$ cat src/rtl/hazard_pointer_reclaim_table_defines.svh
// assertion macros for the hazard pointer reclaim table
// included by modules that carry concurrent checks
`ifndef HAZARD_POINTER_RECLAIM_TABLE_DEFINES_SVH
`define HAZARD_POINTER_RECLAIM_TABLE_DEFINES_SVH
`ifndef NO_ASSERTIONS
`define HPR_ASSERT_IMP(label, clk, rst, ante, cons) \
   label: assert property (@(posedge clk) disable iff (rst) (ante) |-> (cons)) \
      else $error("assertion failed");
`define HPR_ASSERT_NXT(label, clk, rst, ante, cons) \
   label: assert property (@(posedge clk) disable iff (rst) (ante) |=> (cons)) \
      else $error("assertion failed");
`else
`define HPR_ASSERT_IMP(label, clk, rst, ante, cons)
`define HPR_ASSERT_NXT(label, clk, rst, ante, cons)
`endif
`endif

$ cat src/rtl/hpr_pkg.sv
// shared types and constants for the hazard pointer reclaim table
// no dependencies
package hpr_pkg;
   localparam int SLOTS_PER_THREAD_DEF = 2;
   localparam int MAX_THREADS_DEF      = 8;
   localparam int RETIRE_LIMIT_DEF     = 32;
   localparam int ADDRESS_BITS_DEF     = 48;

   localparam int KIND_W  = 3;
   localparam int THR_W   = 3;
   localparam int SLOT_W  = 1;
   localparam int PTR_W   = 48;
   localparam int TAG_W   = 4;
   localparam int RK_W    = 2;
   localparam int REM_W   = 6;

   typedef enum logic [KIND_W-1:0] {
      KIND_REGISTER = 3'd0,
      KIND_ANNOUNCE = 3'd1,
      KIND_CLEAR    = 3'd2,
      KIND_CLEAR_ALL= 3'd3,
      KIND_RETIRE   = 3'd4,
      KIND_FLUSH    = 3'd5
   } kind_type;

   typedef enum logic [RK_W-1:0] {
      RK_DONE = 2'd0,
      RK_FREED = 2'd1,
      RK_FULL = 2'd2,
      RK_UNREG = 2'd3
   } result_kind_type;

   typedef enum logic [3:0] {
      ST_IDLE, ST_DECODE, ST_CLR_ALL, ST_SCAN_RD, ST_SCAN_WAIT, ST_SCAN_CHK,
      ST_SCAN_EMIT, ST_SCAN_END, ST_RESP
   } state_type;

   typedef struct packed {
      logic [KIND_W-1:0] kind;
      logic [THR_W-1:0]  thread;
      logic [SLOT_W-1:0] slot;
      logic [PTR_W-1:0]  pointer;
      logic [TAG_W-1:0]  deleter_tag;
   } req_type;

   typedef struct packed {
      logic [RK_W-1:0]  result_kind;
      logic [THR_W-1:0] thread_index;
      logic [PTR_W-1:0] freed_pointer;
      logic [TAG_W-1:0] freed_tag;
      logic [REM_W-1:0] remaining;
      logic             last;
   } rsp_type;
endpackage

$ cat src/rtl/hpr_slots.sv
// hazard slot table in flip-flops with a parallel match against one address
// depends on hpr_pkg
module hpr_slots #(
   parameter int SLOTS_PER_THREAD = hpr_pkg::SLOTS_PER_THREAD_DEF,
   parameter int MAX_THREADS      = hpr_pkg::MAX_THREADS_DEF,
   parameter int ADDRESS_BITS     = hpr_pkg::ADDRESS_BITS_DEF
) (
   input  logic                              clock,
   input  logic                              reset,
   input  logic                              wr_en,
   input  logic [$clog2(MAX_THREADS*SLOTS_PER_THREAD+1)-1:0] wr_idx,
   input  logic [ADDRESS_BITS-1:0]           wr_data,
   input  logic [$clog2(MAX_THREADS*SLOTS_PER_THREAD+1)-1:0] active_n,
   input  logic [ADDRESS_BITS-1:0]           probe,
   output logic                              hit
);
   import hpr_pkg::*;
   localparam int NS = MAX_THREADS * SLOTS_PER_THREAD;
   localparam int IW = $clog2(NS + 1);

   logic [ADDRESS_BITS-1:0] slot_ff [NS];
   logic [NS-1:0]           match;

   // slot writes, cleared at reset
   always_ff @(posedge clock) begin
      for (int i = 0; i < NS; i++) begin
         if (reset) begin
            slot_ff[i] <= '0;
         end else if (wr_en && wr_idx == IW'(i)) begin
            slot_ff[i] <= wr_data;
         end
      end
   end

   // match nonzero slots of registered threads
   always_comb begin
      for (int i = 0; i < NS; i++) begin
         match[i] = (slot_ff[i] != '0) && (slot_ff[i] == probe) && (IW'(i) < active_n);
      end
   end
   assign hit = |match;
endmodule

$ cat config.mk
export PLATFORM = sky130hd
export DESIGN_NAME = hpr_slots
export DESIGN_NICKNAME = d
export VERILOG_FILES = /design/src/rtl/hazard_pointer_reclaim_table_defines.svh /design/src/rtl/hpr_pkg.sv /design/src/rtl/hpr_slots.sv
export SDC_FILE = /design/constraint.sdc
export NUM_CORES = 2
export LEC_CHECK = 0
export ABC_AREA = 1
export BUFFER_PORTS_ARGS = -buffer_cell sky130_fd_sc_hd__buf_2
export CAP_MARGIN = 20
export CORE_MARGIN = 2
export CORE_UTILIZATION = 56
export DETAILED_ROUTE_END_ITERATION = 12
export PLACE_DENSITY = 0.73
export SKIP_LAST_GASP = 1
export SLEW_MARGIN = 10
export SYNTH_ARGS = -nofsm -noshare
export SYNTH_HDL_FRONTEND = slang
export SYNTH_SLANG_ARGS = --single-unit
export TNS_END_PERCENT = 5
$ cat constraint.sdc
create_clock -name clock -period 2.5 [get_ports clock]
set_input_delay 0.125 -clock clock [delete_from_list [all_inputs] [get_ports clock]]
set_output_delay 0.125 -clock clock [all_outputs]
set_load 0.01 [all_outputs]
# ---- Yosys cells after proc, flatten, opt, wreduce, memory -nomap -nowiden
# Memory sizes are Yosys's and may differ from the RTL's.
# Index checks and enable logic that the tools add are counted.
dict set report totals {
  register_bits 0
  ramBits 768
  inputBits 109
  out_inout_bits 1
  word_cells 196
  memories 1
}
# name depth word_bits read_ports rd_ports_with_merged_regs write_ports line_no
set mem_list {}
lappend mem_list {slot_ff 16 48 16 0 16 hpr_slots.sv:21} ;# logic [ADDRESS_BITS-1:0] slot_ff [NS];
dict set report op_classes {
  order_cmp 16
  eq_ne 31
  n_mux 66
  bitwise 16
  n_reduce_logical 66
}
# op n
set ops {}
lappend ops {{== test 48 bit} 16}
lappend ops {{two-way mux 48 bit} 16}
lappend ops {{nonzero test 48 bit} 16}
lappend ops {{two-way mux 1 bit} 50}
lappend ops {{logical AND 1 bit} 48}
lappend ops {{== test 5 x 4 -> 1 bit, second input constant} 8}
lappend ops {{less-than comparator 4 x 5 -> 1 bit, first input constant} 8}
lappend ops {{== test 5 x 3 -> 1 bit, second input constant} 4}
lappend ops {{less-than comparator 3 x 5 -> 1 bit, first input constant} 4}
lappend ops {{OR 1 bit} 16}
lappend ops {{OR reduction 16 bit} 1}
lappend ops {{== test 5 x 2 -> 1 bit, second input constant} 2}
lappend ops {{less-than comparator 1 x 5 -> 1 bit, first input constant} 2}
lappend ops {{less-than comparator 2 x 5 -> 1 bit, first input constant} 2}
lappend ops {{== test 5 x 1 -> 1 bit, second input constant} 1}
lappend ops {{logical NOT 5 bit} 1}

# ---- Longest topological paths before layout
dict set report depth {
  word_depth 6
  depth_mapped 15
  ltp_nobuf 14
}

# ---- Worst setup path before layout
# OpenSTA, ideal clock, no wires.
dict set report synth_timing {
  path_kind {input-to-reg}
  startpoint {in reset}
  endpoint {mem slot_ff[0][192] in the netlist's numbering (enable)}
  setup_ps 584
  arrival_ps 1672
  required_time_ps 1916
  path_slack_ps 245
  path_stages 4
  n_path_buf 2
  cell_sequence {inv_1 > clkbuf_1 > buf_1 > nand2_1}
}
# item line_no
set synth_rtl {}
lappend synth_rtl {{start, declared} hpr_slots.sv:9} ;# input logic reset,
lappend synth_rtl {{end, declared} hpr_slots.sv:21}

==> results.toml <==
[synthesis]
post-synth-top-area-cell = "sky130_fd_sc_hd__edfxtp_1"
netlist_area_mm2 = 0.0411
synth.yosys.seq_area_share_pct = 56.1
synth-edff-count = 768
post_synth.cell_area_avg_um2 = 8.77
synth_top_cells_by_area = "sky130_fd_sc_hd__edfxtp_1 56%, sky130_fd_sc_hd__nor2_1 14%, sky130_fd_sc_hd__nand2_1 9.4%"
syn_inst = 4686
ys_seq_elements = 768
synth_top_area_share_pct = 56.1
synth_fp_nets = 4795
ys_dominant_reg_cell = "sky130_fd_sc_hd__edfxtp_1"
ys_async_sr_fraction_pct = 0
synth.lib_cells_used.distinct = 27
synth-warning-count = 0

[final_layout]
number_of_flip_flops_in_the_largest_register = 768
ff_latch_area_mm2 = 0.0231
layout_commonest_cell = "sky130_fd_sc_hd__nor2_1"
most-common-layout-cells = "1468 x sky130_fd_sc_hd__nor2_1, 995 x sky130_fd_sc_hd__nand2_1, 768 x sky130_fd_sc_hd__edfxtp_1, 377 x sky130_fd_sc_hd__xnor2_1, 343 x sky130_fd_sc_hd__inv_1"
layout_top_registers = "slot_ff (768)"
multi_input_comb_area_mm2 = 0.0160
final_nets = 5038
top_register = "slot_ff"
post-route-util_pct = 65.2
share_of_post_route_cells_with_drive_strength_above_1_pct = 12.5
finish.cell_count_without_fillers = 5955
syn_to_final_growth_pct = 15.6
layout.filler_cells = 6011

[floorplan]
boundaryPins = 110
fp-row-count = 99
initial_core_util_pct = 56.5
die_w_um = 275
die_area_mm2 = 0.0756
die_h_um = 275
core-area_mm2 = 0.0728

[worst_setup_path]
cp-start-kind = "flip-flop"
cp_data_required_time_ns = 2.38
cp_slowest_stage_delay_ns = 0.46
worst_path_max_delay_cell = "sky130_fd_sc_hd__edfxtp_1"
critical_path_class = "reg -> out"
timing.critical_path.arrival_ns = 2.78
crit_fanout = 2
critical_path_buf_inv_count = 1
crit_start = "slot_ff[0][39]"
end_kind = "output pin"
cp_top_family = "simple AND/OR/NAND/NOR gates"
cp_cell_sequence = "xnor2_2, nand2_1, nor2_1, nand2_1, nor2_1, nand3_1, nor2_2, nor2_1, nand2_1, nor2_2, nand2_2, buf_6"

[placement]
buffer_ports.inserted = 109
place_inst = 5782
dp.final_hpwl_um = 131000
routabilityCongestion = 1.11

[status]
violated_checks = "negative setup slack"
run_status = "finished with violations"

[sta]
maxSlewViolCount = 0
final-hold-violation-count = 0
fin_crit_sh_pct = 116
max_freq_ghz = 0.344
period_needed_ns = 2.91
final-setup-viol-count = 1
grt_setup_unrepaired = "true"
timing.slew.headroom_pct = 18.6
worst-slew-pin-transition_ns = 1.22
layout_setup_ws_ns = -0.407

[global_routing]
largest_net_degree_at_the_start_of_global_routing = 49
grt.met1_usage_pct = 64.8
grt.met3_usage_pct = 22.7
grt_most_used_layer = "met1"
grt_antenna_before_repair = 6
grt_overflow_total = 0
wire_length_of_the_first_global_routing_pass_um = 238000
grt.total_usage_pct = 45.9
groute.layer.met2.usage_pct = 60.6
grt_pass1_vias = 31454

[clocking]
clock_tree.htree_level_count = 3
clk_transition_reported_paths_ns = 0.06
clock-root-buffer = "sky130_fd_sc_hd__clkbuf_16"
cts_tree = "built"
cts_inserted_buffers = 82
cts_buffer_depth = 3
clock_sinks = 768

[drt]
route.detailed.vias_per_inst = 6.06
detailedRoute.firstPassIterationCount = 6
drt_wl_total_um = 175000
via_count = 36075
routedWlPerCell_um = 29.3
antenna_left = 0
dr.first_iter.drc_count = 7599
drc = 0

[pwr]
p_total_w = 0.0329
power.leakage_nw = 19.0
power-per-cell-area_mw_per_mm2 = 692
irDropWorstVdd_mv = 0.650

[flow_run]
max_cap_violations = 0

[hold_path]
worstHoldPathType = "in -> reg"
min_from = "wr_data[23]"
[area by class of cell]
cell class,instances,area share (%)
antenna,3,0.0158
clock buffer,89,4.37
clock inverter,59,1.31
inverter,349,2.76
multi-input combinational,3337,33.7
sequential,768,48.5
tap,959,2.53
timing repair buffer,391,6.81
[final timing paths]
path              cells after the start  slack (ns)              end
setup / recovery                     12       -0.41              hit
hold / removal                        4        0.04  slot_ff[1][359]
[synthesized netlist by cell type, types with 12 or more instances]
master and number:
sky130_fd_sc_hd__nand4_1 96, sky130_fd_sc_hd__xor2_1 77, sky130_fd_sc_hd__edfxtp_1 768, sky130_fd_sc_hd__o21ai_0 57, sky130_fd_sc_hd__nor2_1 1504, sky130_fd_sc_hd__nor3_1 12
sky130_fd_sc_hd__xnor2_1 395, sky130_fd_sc_hd__o22ai_1 43, sky130_fd_sc_hd__buf_4 43, sky130_fd_sc_hd__nand3_1 97, sky130_fd_sc_hd__inv_1 344, sky130_fd_sc_hd__nand2_1 1028
sky130_fd_sc_hd__clkbuf_1 88, sky130_fd_sc_hd__buf_2 84
[report_power, final]
| part | leakage, nW | switching, W | internal (W) | total, W |
|---|---|---|---|---|
| logic | 10.4 | 0.00319 | 0.00145 | 0.00464 |
| registers | 7.32 | 0.000659 | 0.0149 | 0.0156 |
| clock network | 1.31 | 0.00556 | 0.00710 | 0.0127 |
| total | 19.0 | 0.00941 | 0.0235 | 0.0329 |
[kinds of logic after synthesis]
group                     count (synthesis)  share of synthesized area (%)
AOI/OAI and AO/OA                       114                           1.55
xor gates and xnor gates                472                           10.1
buffers and inverters                   581                           6.11
DFF                                     768                           56.1
and+or+nand+nor                        2751                           26.2
[timing repair]
item,4_1_cts,5_1_grt
gates resized for setup,54,44
setup endpoints to repair,1,1
setup buffers,18,5
hold buffers,0,0
pin swaps,15,20
[through the flow]
stage | TNS, ns | instance area [µm²] | setup WS, ns | hold slack [ns]
finish | -0.407 | 47500 | -0.407 | 0.0396
detailed placement | -0.129 | 44200 | -0.129 | 0.693
global route | -0.419 | 47500 | -0.419 | 0.0464
floorplan | 0 | 41100 | 0.245 | 0.401
CTS | -0.238 | 47300 | -0.238 | 0.0158
global placement | -0.136 | 44200 | -0.136 | 0.687
[worst min-delay path: cells and delay by family]
kind | cells | cell delay, ns
simple gates | 1 | 0.13
buf+inv | 3 | 0.33
[layer usage]
metal | part of all wire [%] | wire [µm] | vias up
met1 | 37 | 64800 | 16934
met4 | 4.6 | 8030 | 16
met3 | 20 | 34400 | 463
met5 | 0.21 | 368 | -
met2 | 38 | 67100 | 3327
li1 | - | - | 15335
(Power assumes the default switching activity.)
