### src/rtl/hazard_pointer_reclaim_table_defines.svh
// assertion macros for the hazard pointer reclaim table
// included by modules that carry concurrent checks
`ifndef HAZARD_POINTER_RECLAIM_TABLE_DEFINES_SVH
`define HAZARD_POINTER_RECLAIM_TABLE_DEFINES_SVH
`ifndef NO_ASSERTIONS
`define HPR_ASSERT_IMP(label, clk, rst, ante, cons) \
   label: assert property (@(posedge clk) disable iff (rst) (ante) |-> (cons)) \
      else $error("assertion failed");
`define HPR_ASSERT_NXT(label, clk, rst, ante, cons) \
   label: assert property (@(posedge clk) disable iff (rst) (ante) |=> (cons)) \
      else $error("assertion failed");
`else
`define HPR_ASSERT_IMP(label, clk, rst, ante, cons)
`define HPR_ASSERT_NXT(label, clk, rst, ante, cons)
`endif
`endif

### src/rtl/hpr_ram.sv
// generic single-port-write, one-read synchronous ram, registered read
// no dependencies
module hpr_ram #(
   parameter int WIDTH = 8,
   parameter int DEPTH = 16
) (
   input  logic                     clock,
   input  logic                     wr_en,
   input  logic [$clog2(DEPTH)-1:0] wr_addr,
   input  logic [WIDTH-1:0]         wr_data,
   input  logic [$clog2(DEPTH)-1:0] rd_addr,
   output logic [WIDTH-1:0]         rd_data
);
   logic [WIDTH-1:0] mem_ff [DEPTH];
   logic [WIDTH-1:0] rd_ff;

   // write port and registered read
   always_ff @(posedge clock) begin
      if (wr_en) begin
         mem_ff[wr_addr] <= wr_data;
      end
      rd_ff <= mem_ff[rd_addr];
   end
   assign rd_data = rd_ff;
endmodule

### config.mk
export PLATFORM = sky130hd
export DESIGN_NAME = hpr_ram
export DESIGN_NICKNAME = d
export VERILOG_FILES = /design/src/rtl/hazard_pointer_reclaim_table_defines.svh /design/src/rtl/hpr_ram.sv
export SDC_FILE = /design/constraint.sdc
export NUM_CORES = 1
export LEC_CHECK = 0
export BUFFER_PORTS_ARGS = -buffer_cell sky130_fd_sc_hd__buf_2
export CAP_MARGIN = 10
export CORE_MARGIN = 2
export CORE_UTILIZATION = 54
export CTS_CLUSTER_DIAMETER = 40
export DETAILED_ROUTE_END_ITERATION = 12
export HOLD_SLACK_MARGIN = 0.02
export PLACE_DENSITY = 0.72
export SLEW_MARGIN = 20
export SYNTH_ARGS = -nofsm -noshare
export SYNTH_HDL_FRONTEND = slang
export SYNTH_SLANG_ARGS = --single-unit
### constraint.sdc
create_clock -name clock -period 2.05 [get_ports clock]
set_input_delay 0.205 -clock clock [delete_from_list [all_inputs] [get_ports clock]]
set_output_delay 0.205 -clock clock [all_outputs]
set_load 0.01 [all_outputs]
# Word level (Yosys, flattened, before mapping)
# Memory sizes are Yosys's and may differ from the RTL's. A register that Yosys moved wholly into a read port is not among the register bits.
# Index checks and enable logic that the tools add are counted.
# word_totals
ff_bits,0
out_inout_bits,8
input_bits,18
mem_bits_rw,128
n_memories,1
word_cells,3
# memory_table
name,words,width,rd,rd_ports_with_merged_regs,write_ports,line,text
mem_ff,16,8,1,1,1,hpr_ram.sv:14,logic [WIDTH-1:0] mem_ff [DEPTH];
# op_classes
mux,2
# op_table
cell,count
$mux W1,2

# Logic depth before layout (Yosys ltp)
# Gate-level depths: netlist (run 1).
# depth
depth_word,2
ltp_mapped,5
depth_no_buf,3

# Least setup slack after synthesis (run 1)
# OpenSTA, ideal clock, no wires.
# synth_path
kind,input to register
from,input wr_addr[2]
to,memory mem_ff[0][0] (enable)
arrival_ps,1315
path_stages,2
n_path_buf,0
t_required_ps,1667
path_slack_ps,352
setup_time_ps,383
path_cell_list,or3b_2 > nor3_1
# synth_rtl
item,line,text
start: declaration,hpr_ram.sv:9,"input logic [$clog2(DEPTH)-1:0] wr_addr,"
end: declaration,hpr_ram.sv:14,
# No word-level cell before the write port.

==> results of run 1 <==
[critical path, delay by kind of cell, from the launching register on]
kind	cells	cell delay [ns]
and+or+nand+nor	1	0.09
AOI/OAI and AO/OA	1	0.30
muxes	1	0.48
DFF	1	0.38
[how the worst max path moves through the flow]
stage                                   to  depth (start not counted)
CTS                     rd_data[4]$_DFF_P_                          3
global placement        rd_data[0]$_DFF_P_                          5
finish                  rd_data[4]$_DFF_P_                          3
floorplan           mem_ff[0][0]$_DFFE_PP_                          2
global route            rd_data[1]$_DFF_P_                          3
detailed placement      rd_data[1]$_DFF_P_                          5
[cell families after synthesis]
| family | Yosys count |
|---|---|
| AOI/OAI and AO/OA | 16 |
| buffers and inverters | 10 |
| DFF | 136 |
| muxes | 32 |
| and+or+nand+nor | 35 |
[state kept, by name, indices dropped and copies added (netlist names)]
name,cells
rd_data,8
mem_ff,128
[area by class of cell]
cell class	count	area (sq um)
Tap cell	129	161.4
Clock inverter	13	156.4
Sequential cell	136	4004
Fill cell	586	3163
Clock buffer	18	417.9
Timing Repair Buffer	44	280.3
Multi-Input combinational cell	83	1057
[cells in the final DEF (no fill, tap or decap), types with 2 or more instances in the layout]
| master | Yosys | final |
|---|---|---|
| clkinv_4 | 0 | 3 |
| buf_2 | 3 | 25 |
| mux4_1 | 14 | 14 |
| nor3_1 | 4 | 4 |
| clkinvlp_4 | 0 | 3 |
| dfxtp_1 | 8 | 8 |
| bufinv_16 | 0 | 3 |
| nand2b_1 | 2 | 2 |
| nand2_1 | 9 | 9 |
| buf_4 | 1 | 18 |
| clkinv_1 | 0 | 2 |
| clkinv_2 | 0 | 2 |
| edfxtp_1 | 128 | 128 |
| a22oi_1 | 16 | 16 |
| nand3b_1 | 2 | 2 |
| nor2_1 | 13 | 13 |
| clkbuf_16 | 0 | 16 |
| mux4_2 | 18 | 18 |
[metal layers]
layer | vias to the layer above | routed length (microns) | global-route usage, % | part of all wire (%)
met5 | - | 0 | 0 | 0
met4 | 0 | 140 | 7.796 | 1.5
met3 | 11 | 494 | 6.004 | 5.3
met2 | 72 | 4709 | 31.78 | 51
met1 | 1245 | 3961 | 28.15 | 43
li1 | 1081 | - | - | -
[metrics by stage]
stage / utilization [%] / total power (W) / hold WS (ns)
after floorplan: - / 0.003346 / 0.3039
after global placement: 59.55 / 0.003464 / 0.5928
after detailed placement: 59.55 / 0.003474 / 0.5992
after CTS: 65.77 / 0.006364 / 0.06189
after global routing: 65.77 / 0.006523 / 0.06900
final: 65.77 / 0.006321 / 0.07267
[power breakdown]
part	switching, W	internal [W]
clock network	0.00108	0.00183
logic	0.000160	0.000122
registers	0.0000189	0.00311
==> metrics.cfg, run 1 <==
[clock_tree]
cts_buffers=17
post_cts_buffers=0
clock_latency_ns=0.52
ctsHoldBuffers=0
cts_tree=done
clk_pin_slew_ns=0.06
clockRootBuffer=clkbuf_8
cts_sinks=136
cts-resized-gates=0
cts.path.max_buffers=2
htree_num_levels=4

[setup_path]
crit_fanout=1
r2r_start=mem_ff[2][4]$_DFFE_PP_
worstSetupPathType=register to register
worstPathArrival_ns=1.76
critPathLaunchType=register
crit_path_cell_trace=mux4_2 -> a22oi_1 -> nand2_1
r2r-end=rd_data[4]$_DFF_P_
rrSetupSlack_ns=0.69
worst_setup_path_end_kind=register
critPathMaxStageDelay_ns=0.48
critPathSlowestCell=mux4_2
rr_worst_depth=3
startpoint=mem_ff[2][4]$_DFFE_PP_
required_ns=2.45

[global_routing]
grt_first_pass_wirelength_mm=14.38
grt_max_degree=33
grt_pass1_vias=2487
grt.total_usage_pct=20.56
globalRoute.totalOverflow=0
antenna_found_initial=0

[drt]
num_vias=2409
wl_per_cell_microns=22.00
ant_nets=0
drcViolationCount=0
drt-total-wl_mm=9.305
dr.pass1.iters=4
drtIter0Drc=186
viasPerCell=5.695

[timing]
fmax_mhz=737.1
min_period_ns=1.357
clock_skew_ns=0.006940
slew_headroom_pct=47.23
maxSlewViolCount=0
setup_viol=0
fin_ws_ns=0.6933
tns_ns=0
hold_viol=0
rsz0062_at_grt=false
min_period_over_period_pct=66.18
tightestPinTransition_ns=0.7886

[yosys]
ys_async_sr_fraction_pct=0
ys_top_cells_by_count=edfxtp_1, mux4_2, a22oi_1
synth_seq_area_share_pct=77.78
synthAdderAreaFrac_pct=0
synth_xor_xnor_area_share_pct=0
synth-simple-area-share_pct=3.184
ys_seq_elements=136
ys.flop_type=edfxtp_1
synth_largest_area_cell=edfxtp_1
synth-compound-area-share_pct=2.333
yosysWarnings=0
synth_cells=229
synth_top_cell_area_share_pct=74.67
synth_area_sq_mm=0.005147
synthTopCellsByArea=edfxtp_1, mux4_2, mux4_1
synthDistinctLibCells=19
synthMuxAreaShare_pct=15.02
avgSynthCellArea_sq_um=22.48
synth_top_family_by_area=multiplexers
synth_fp_nets=247
yosysMostFrequentCell=edfxtp_1
synth_edf_count=128

[hold_path]
hold_depth=1
hold_end=mem_ff[4][7]$_DFFE_PP_
worstHoldPathType=input port to register
min_from=wr_data[7]

[placed_design]
gp_congestion=0.6977
dpl.hpwl_mm=5.904
dp_worst_setup_slack_ns=0.3749
port_buffers=25
placedInstanceArea_sq_mm=0.005503
place_inst=392

[layout]
fin_nets=300
stdcell_area_sq_mm=0.006077
diodes=0
drive_gt1_share_pct=30.95
syn2layout_area_growth_pct=18.06
final_cells=423

[floorplan]
rows=35
die_w_microns=101.6
initial_core_util_pct=55.71
ioPinCount=26
die_area_sq_mm=0.01033
core_area_sq_mm=0.009240
die_h_microns=101.6

[status]
status=completed

[power]
max-vdd-ir-drop_v=0.0005392
p_per_area_mw_per_mm2=1040
leakage_nw=2.071

[flow_run]
maxCapViolations=0

Note: power is estimated with default switching activity, not from simulation.
==> run 2: changes to the inputs <==
Settings changed: PLACE_DENSITY 0.72 to 0.74.
Clock period 2.05 ns to 1.1 ns, I/O delays scaled along.
==> metrics.cfg, run 2 (synthesized netlist as in run 1, its figures left out) <==
[status]
status=finished with violations
violations=negative setup slack

[timing]
hold_viol=0
tns_ns=-1.249
min_period_ns=1.295
maxSlewViolCount=0
fin_ws_ns=-0.1950
slew_headroom_pct=35.11
tightestPinTransition_ns=0.9698
setup_viol=8
whs_ns=0.1904
rsz0062_at_grt=true
clock_skew_ns=0.005401
fmax_mhz=772.2
min_period_over_period_pct=117.7

[floorplan]
die_w_microns=101.6
initial_core_util_pct=55.71
rows=35
ioPinCount=26
core_area_sq_mm=0.009240
die_area_sq_mm=0.01033
die_h_microns=101.6

[layout]
nFillCells=547
fin_nets=324
final_cell_mix=edfxtp_1, mux4_2, buf_4
largest_reg_flops=128
final_cells=448
syn2layout_area_growth_pct=25.43
regMostFlops=mem_ff
final_common_cell=edfxtp_1
drive_gt1_share_pct=44.20
diodes=0

[drt]
dr.pass1.iters=5
ant_nets=0
wl_per_cell_microns=23.77
drtIter0Drc=299
num_vias=2608
drcViolationCount=0
viasPerCell=5.821
drt-total-wl_mm=10.65

[clock_tree]
cts_buffers=17
clock_latency_ns=0.52
clk_pin_slew_ns=0.06
post_cts_buffers=0
cts.path.max_buffers=2
cts_sinks=136
htree_num_levels=4
cts_tree=done
clockRootBuffer=clkbuf_8

[setup_path]
startpoint=mem_ff[0][7]$_DFFE_PP_
r2r-end=rd_data[7]$_DFF_P_
endpoint=rd_data[7]$_DFF_P_
critPathMaxStageDelay_ns=0.48
critPathLaunchType=register
required_ns=1.49
worstPathArrival_ns=1.68
worstSetupPathType=register to register
rr_worst_depth=3
crit_path_cell_trace=mux4_2 -> a22oi_2 -> nand2_1
r2r_start=mem_ff[0][7]$_DFFE_PP_
critPathSlowestCell=mux4_2
rrSetupSlack_ns=-0.20
worst_setup_path_end_kind=register
crit_fanout=1

[global_routing]
grt_first_pass_wirelength_mm=16.27
grt.total_usage_pct=23.21
grt_max_degree=17
grt_pass1_vias=2739
globalRoute.totalOverflow=0
antenna_found_initial=0

[hold_path]
worstHoldPathType=input port to register

[power]
max-vdd-ir-drop_v=0.0009384
p_per_area_mw_per_mm2=1911
finalPower_w=0.01234
leakage_nw=2.178

[placed_design]
dpl.hpwl_mm=6.420
gp_congestion=0.7627
place_inst=408
port_buffers=25
dp_worst_setup_slack_ns=-0.4010

[flow_run]
maxCapViolations=0

-- run 2: where the power goes --
group / switching [W] / leakage (nW) / internal (W)
clock: 0.00213 / 0.282 / 0.00368
sequential: 0.0000422 / 1.22 / 0.00580
combinational: 0.000356 / 0.671 / 0.000327
total: 0.00253 / 2.18 / 0.00981
-- run 2: layout make-up --
| type | instances | area (sq um) | share of cell area [%] |
|---|---|---|---|
| Clock inverter | 15 | 200.2 | 3.101 |
| Clock buffer | 17 | 414.1 | 6.415 |
| Timing Repair Buffer | 68 | 580.6 | 8.992 |
| Tap cell | 129 | 161.4 | 2.500 |
| Sequential cell | 136 | 4009 | 62.09 |
| Multi-Input combinational cell | 83 | 1091 | 16.90 |
-- run 2: worst min-delay path by stage --
| stage | start | endpoint | slack, ns | depth (start not counted) |
|---|---|---|---|---|
| 4_1_cts | wr_addr[3] | mem_ff[0][5]$_DFFE_PP_ | 0.17 | 4 |
| 5_1_grt | wr_addr[2] | mem_ff[0][7]$_DFFE_PP_ | 0.18 | 4 |
| 2_1_floorplan | wr_data[0] | mem_ff[0][0]$_DFFE_PP_ | 0.21 | 0 |
| 6_report | wr_addr[3] | mem_ff[0][5]$_DFFE_PP_ | 0.19 | 4 |
| 3_3_place_gp | wr_data[1] | mem_ff[9][1]$_DFFE_PP_ | 0.48 | 1 |
| 3_5_place_dp | wr_data[1] | mem_ff[10][1]$_DFFE_PP_ | 0.50 | 1 |
-- run 2: worst max-delay path: cells and delay by family (launching register included) --
| family | cells | cell delay (ns) |
|---|---|---|
| mux | 1 | 0.48 |
| flops | 1 | 0.38 |
| compound gates | 1 | 0.20 |
| simple gates | 1 | 0.11 |
-- run 2: stage by stage --
| step | utilization [%] | instance area, sq um |
|---|---|---|
| after floorplan | - | 5180 |
| after global placement | 61.65 | 5697 |
| after detailed placement | 61.65 | 5697 |
| after CTS | 69.56 | 6427 |
| after global routing | 69.87 | 6456 |
| final | 69.87 | 6456 |
-- run 2: repair_timing --
item	in CTS	in global routing
hold buffers	8	0
pin swaps	1	4
setup endpoints to repair	11	14
endpoints found under the hold margin	128	0
gates resized for setup	9	6
-- run 2: metal layers --
layer	share of wire (%)	global-route usage [%]	vias to the layer above	wire (microns)
li1	-	-	1116	-
met1	39	30.54	1337	4189
met2	52	37.65	141	5486
met3	7.8	7.384	14	833
met4	1.3	6.861	0	139
met5	0	0	-	0
==> run 3: changes to the inputs <==
Settings changed: CTS_BUF_LIST from default to sky130_fd_sc_hd__clkbuf_8.
==> metrics.cfg, run 3 (synthesized netlist as in run 1, its figures left out) <==
[power]
max-vdd-ir-drop_v=0.0007246
leakage_nw=2.055
p_per_area_mw_per_mm2=1753

[clock_tree]
cts.path.max_buffers=2
htree_num_levels=4
clk_pin_slew_ns=0.08
clockRootBuffer=clkbuf_8
ctsHoldBuffers=0
cts_tree=done
cts_buffers=17
cts_sinks=136
clock_latency_ns=0.43
post_cts_buffers=0

[hold_path]
worstHoldPathType=input port to register
hold_end=mem_ff[3][5]$_DFFE_PP_
hold_depth=1
min_from=wr_data[5]

[drt]
wl_per_cell_microns=22.15
drcViolationCount=0
ant_nets=0
drt-total-wl_mm=9.746
dr.pass1.iters=4
drtIter0Drc=211
num_vias=2485
viasPerCell=5.648

[floorplan]
die_w_microns=101.6
ioPinCount=26
die_h_microns=101.6
die_area_sq_mm=0.01033
rows=35
core_area_sq_mm=0.009240
initial_core_util_pct=55.71

[placed_design]
port_buffers=25
gp_congestion=0.7627
placedInstanceArea_sq_mm=0.005697
dpl.hpwl_mm=6.420

[setup_path]
worstPathArrival_ns=1.57
worstSetupPathType=register to register
critPathMaxStageDelay_ns=0.47
path_buf_inv=0
worst_setup_path_end_kind=register
crit_fanout=1
critPathSlowestCell=mux4_2
required_ns=1.40
startpoint=mem_ff[0][7]$_DFFE_PP_
critPathLaunchType=register
cp_top_family=multiplexers
crit_path_cell_trace=mux4_2 -> a22oi_2 -> nand2_1
rr_worst_depth=3
r2r-end=rd_data[7]$_DFF_P_
r2r_start=mem_ff[0][7]$_DFFE_PP_
rrSetupSlack_ns=-0.16

[timing]
slew_headroom_pct=34.72
fmax_mhz=791.5
maxSlewViolCount=0
clock_skew_ns=0.009329
tightestPinTransition_ns=0.9771
min_period_ns=1.263
rsz0062_at_grt=true
hold_viol=0
setup_viol=8
min_period_over_period_pct=114.8
fin_ws_ns=-0.1633

[global_routing]
grt.total_usage_pct=21.35
antenna_found_initial=0
grt_pass1_vias=2610
grt_max_degree=17
globalRoute.totalOverflow=0
grt_first_pass_wirelength_mm=14.99

[layout]
regArea_sq_mm=0.004005
nFillCells=587
stdcell_area_sq_mm=0.006172
final_cell_mix=edfxtp_1, mux4_2, buf_4
fin_nets=316
largest_reg_flops=128
regMostFlops=mem_ff
finish.utilization_pct=66.80
diodes=0
syn2layout_area_growth_pct=19.91
drive_gt1_share_pct=44.69
final_common_cell=edfxtp_1
multiInputGateArea_sq_mm=0.001096

[status]
violations=negative setup slack
status=finished with violations

[flow_run]
maxCapViolations=0

-- run 3: power by group --
part	total [W]	switching, W	internal (W)
logic	0.000628	0.000339	0.000290
clock network	0.00437	0.00189	0.00247
registers	0.00582	0.0000349	0.00579
-- run 3: timing repair --
item,in CTS,in global routing
resized for setup,6,3
setup endpoints to repair,8,9
pin swaps,3,3
-- run 3: worst max-delay path by stage --
stage,end,cells after the start
after CTS,rd_data[7]$_DFF_P_,3
after floorplan,mem_ff[0][0]$_DFFE_PP_,2
after detailed placement,rd_data[3]$_DFF_P_,5
after global routing,rd_data[7]$_DFF_P_,3
after global placement,rd_data[4]$_DFF_P_,5
final,rd_data[7]$_DFF_P_,3
-- run 3: stage by stage --
step / total power, W / std cells / hold WS (ns) / TNS (ns) / worst slack, ns
final: 0.01082 / 440 / 0.05459 / -1.057 / -0.1633
after detailed placement: 0.006554 / 408 / 0.5024 / -21.41 / -0.4010
after global routing: 0.01115 / 440 / 0.04090 / -1.478 / -0.2281
after global placement: 0.006537 / 408 / 0.4843 / -19.69 / -0.4115
after floorplan: 0.006274 / 229 / 0.2089 / -1.718 / -0.1431
after CTS: 0.01089 / 440 / 0.04139 / -1.130 / -0.1804
-- run 3: cell type report --
cell class | instances | share of cell area (%)
timing repair buffer | 60 | 7.703
sequential | 136 | 64.89
clock buffer | 17 | 3.791
tap | 129 | 2.615
multi-input combinational | 83 | 17.76
clock inverter | 15 | 3.243
-- run 3: metal layers --
| metal | vias up | wire [microns] | part of all wire [%] | global-route usage, % |
|---|---|---|---|---|
| met2 | 105 | 4849 | 50 | 33.15 |
| li1 | 1098 | - | - | - |
| met1 | 1266 | 3952 | 41 | 29.50 |
| met3 | 16 | 782 | 8.0 | 5.797 |
| met4 | 0 | 163 | 1.7 | 7.900 |
| met5 | - | 0 | 0 | 0 |
-- run 3: worst register-to-register path, stage by stage, from the launching register on --
cell and delay (ns):
edfxtp_1 0.38, mux4_2 0.47, a22oi_2 0.18, nand2_1 0.11
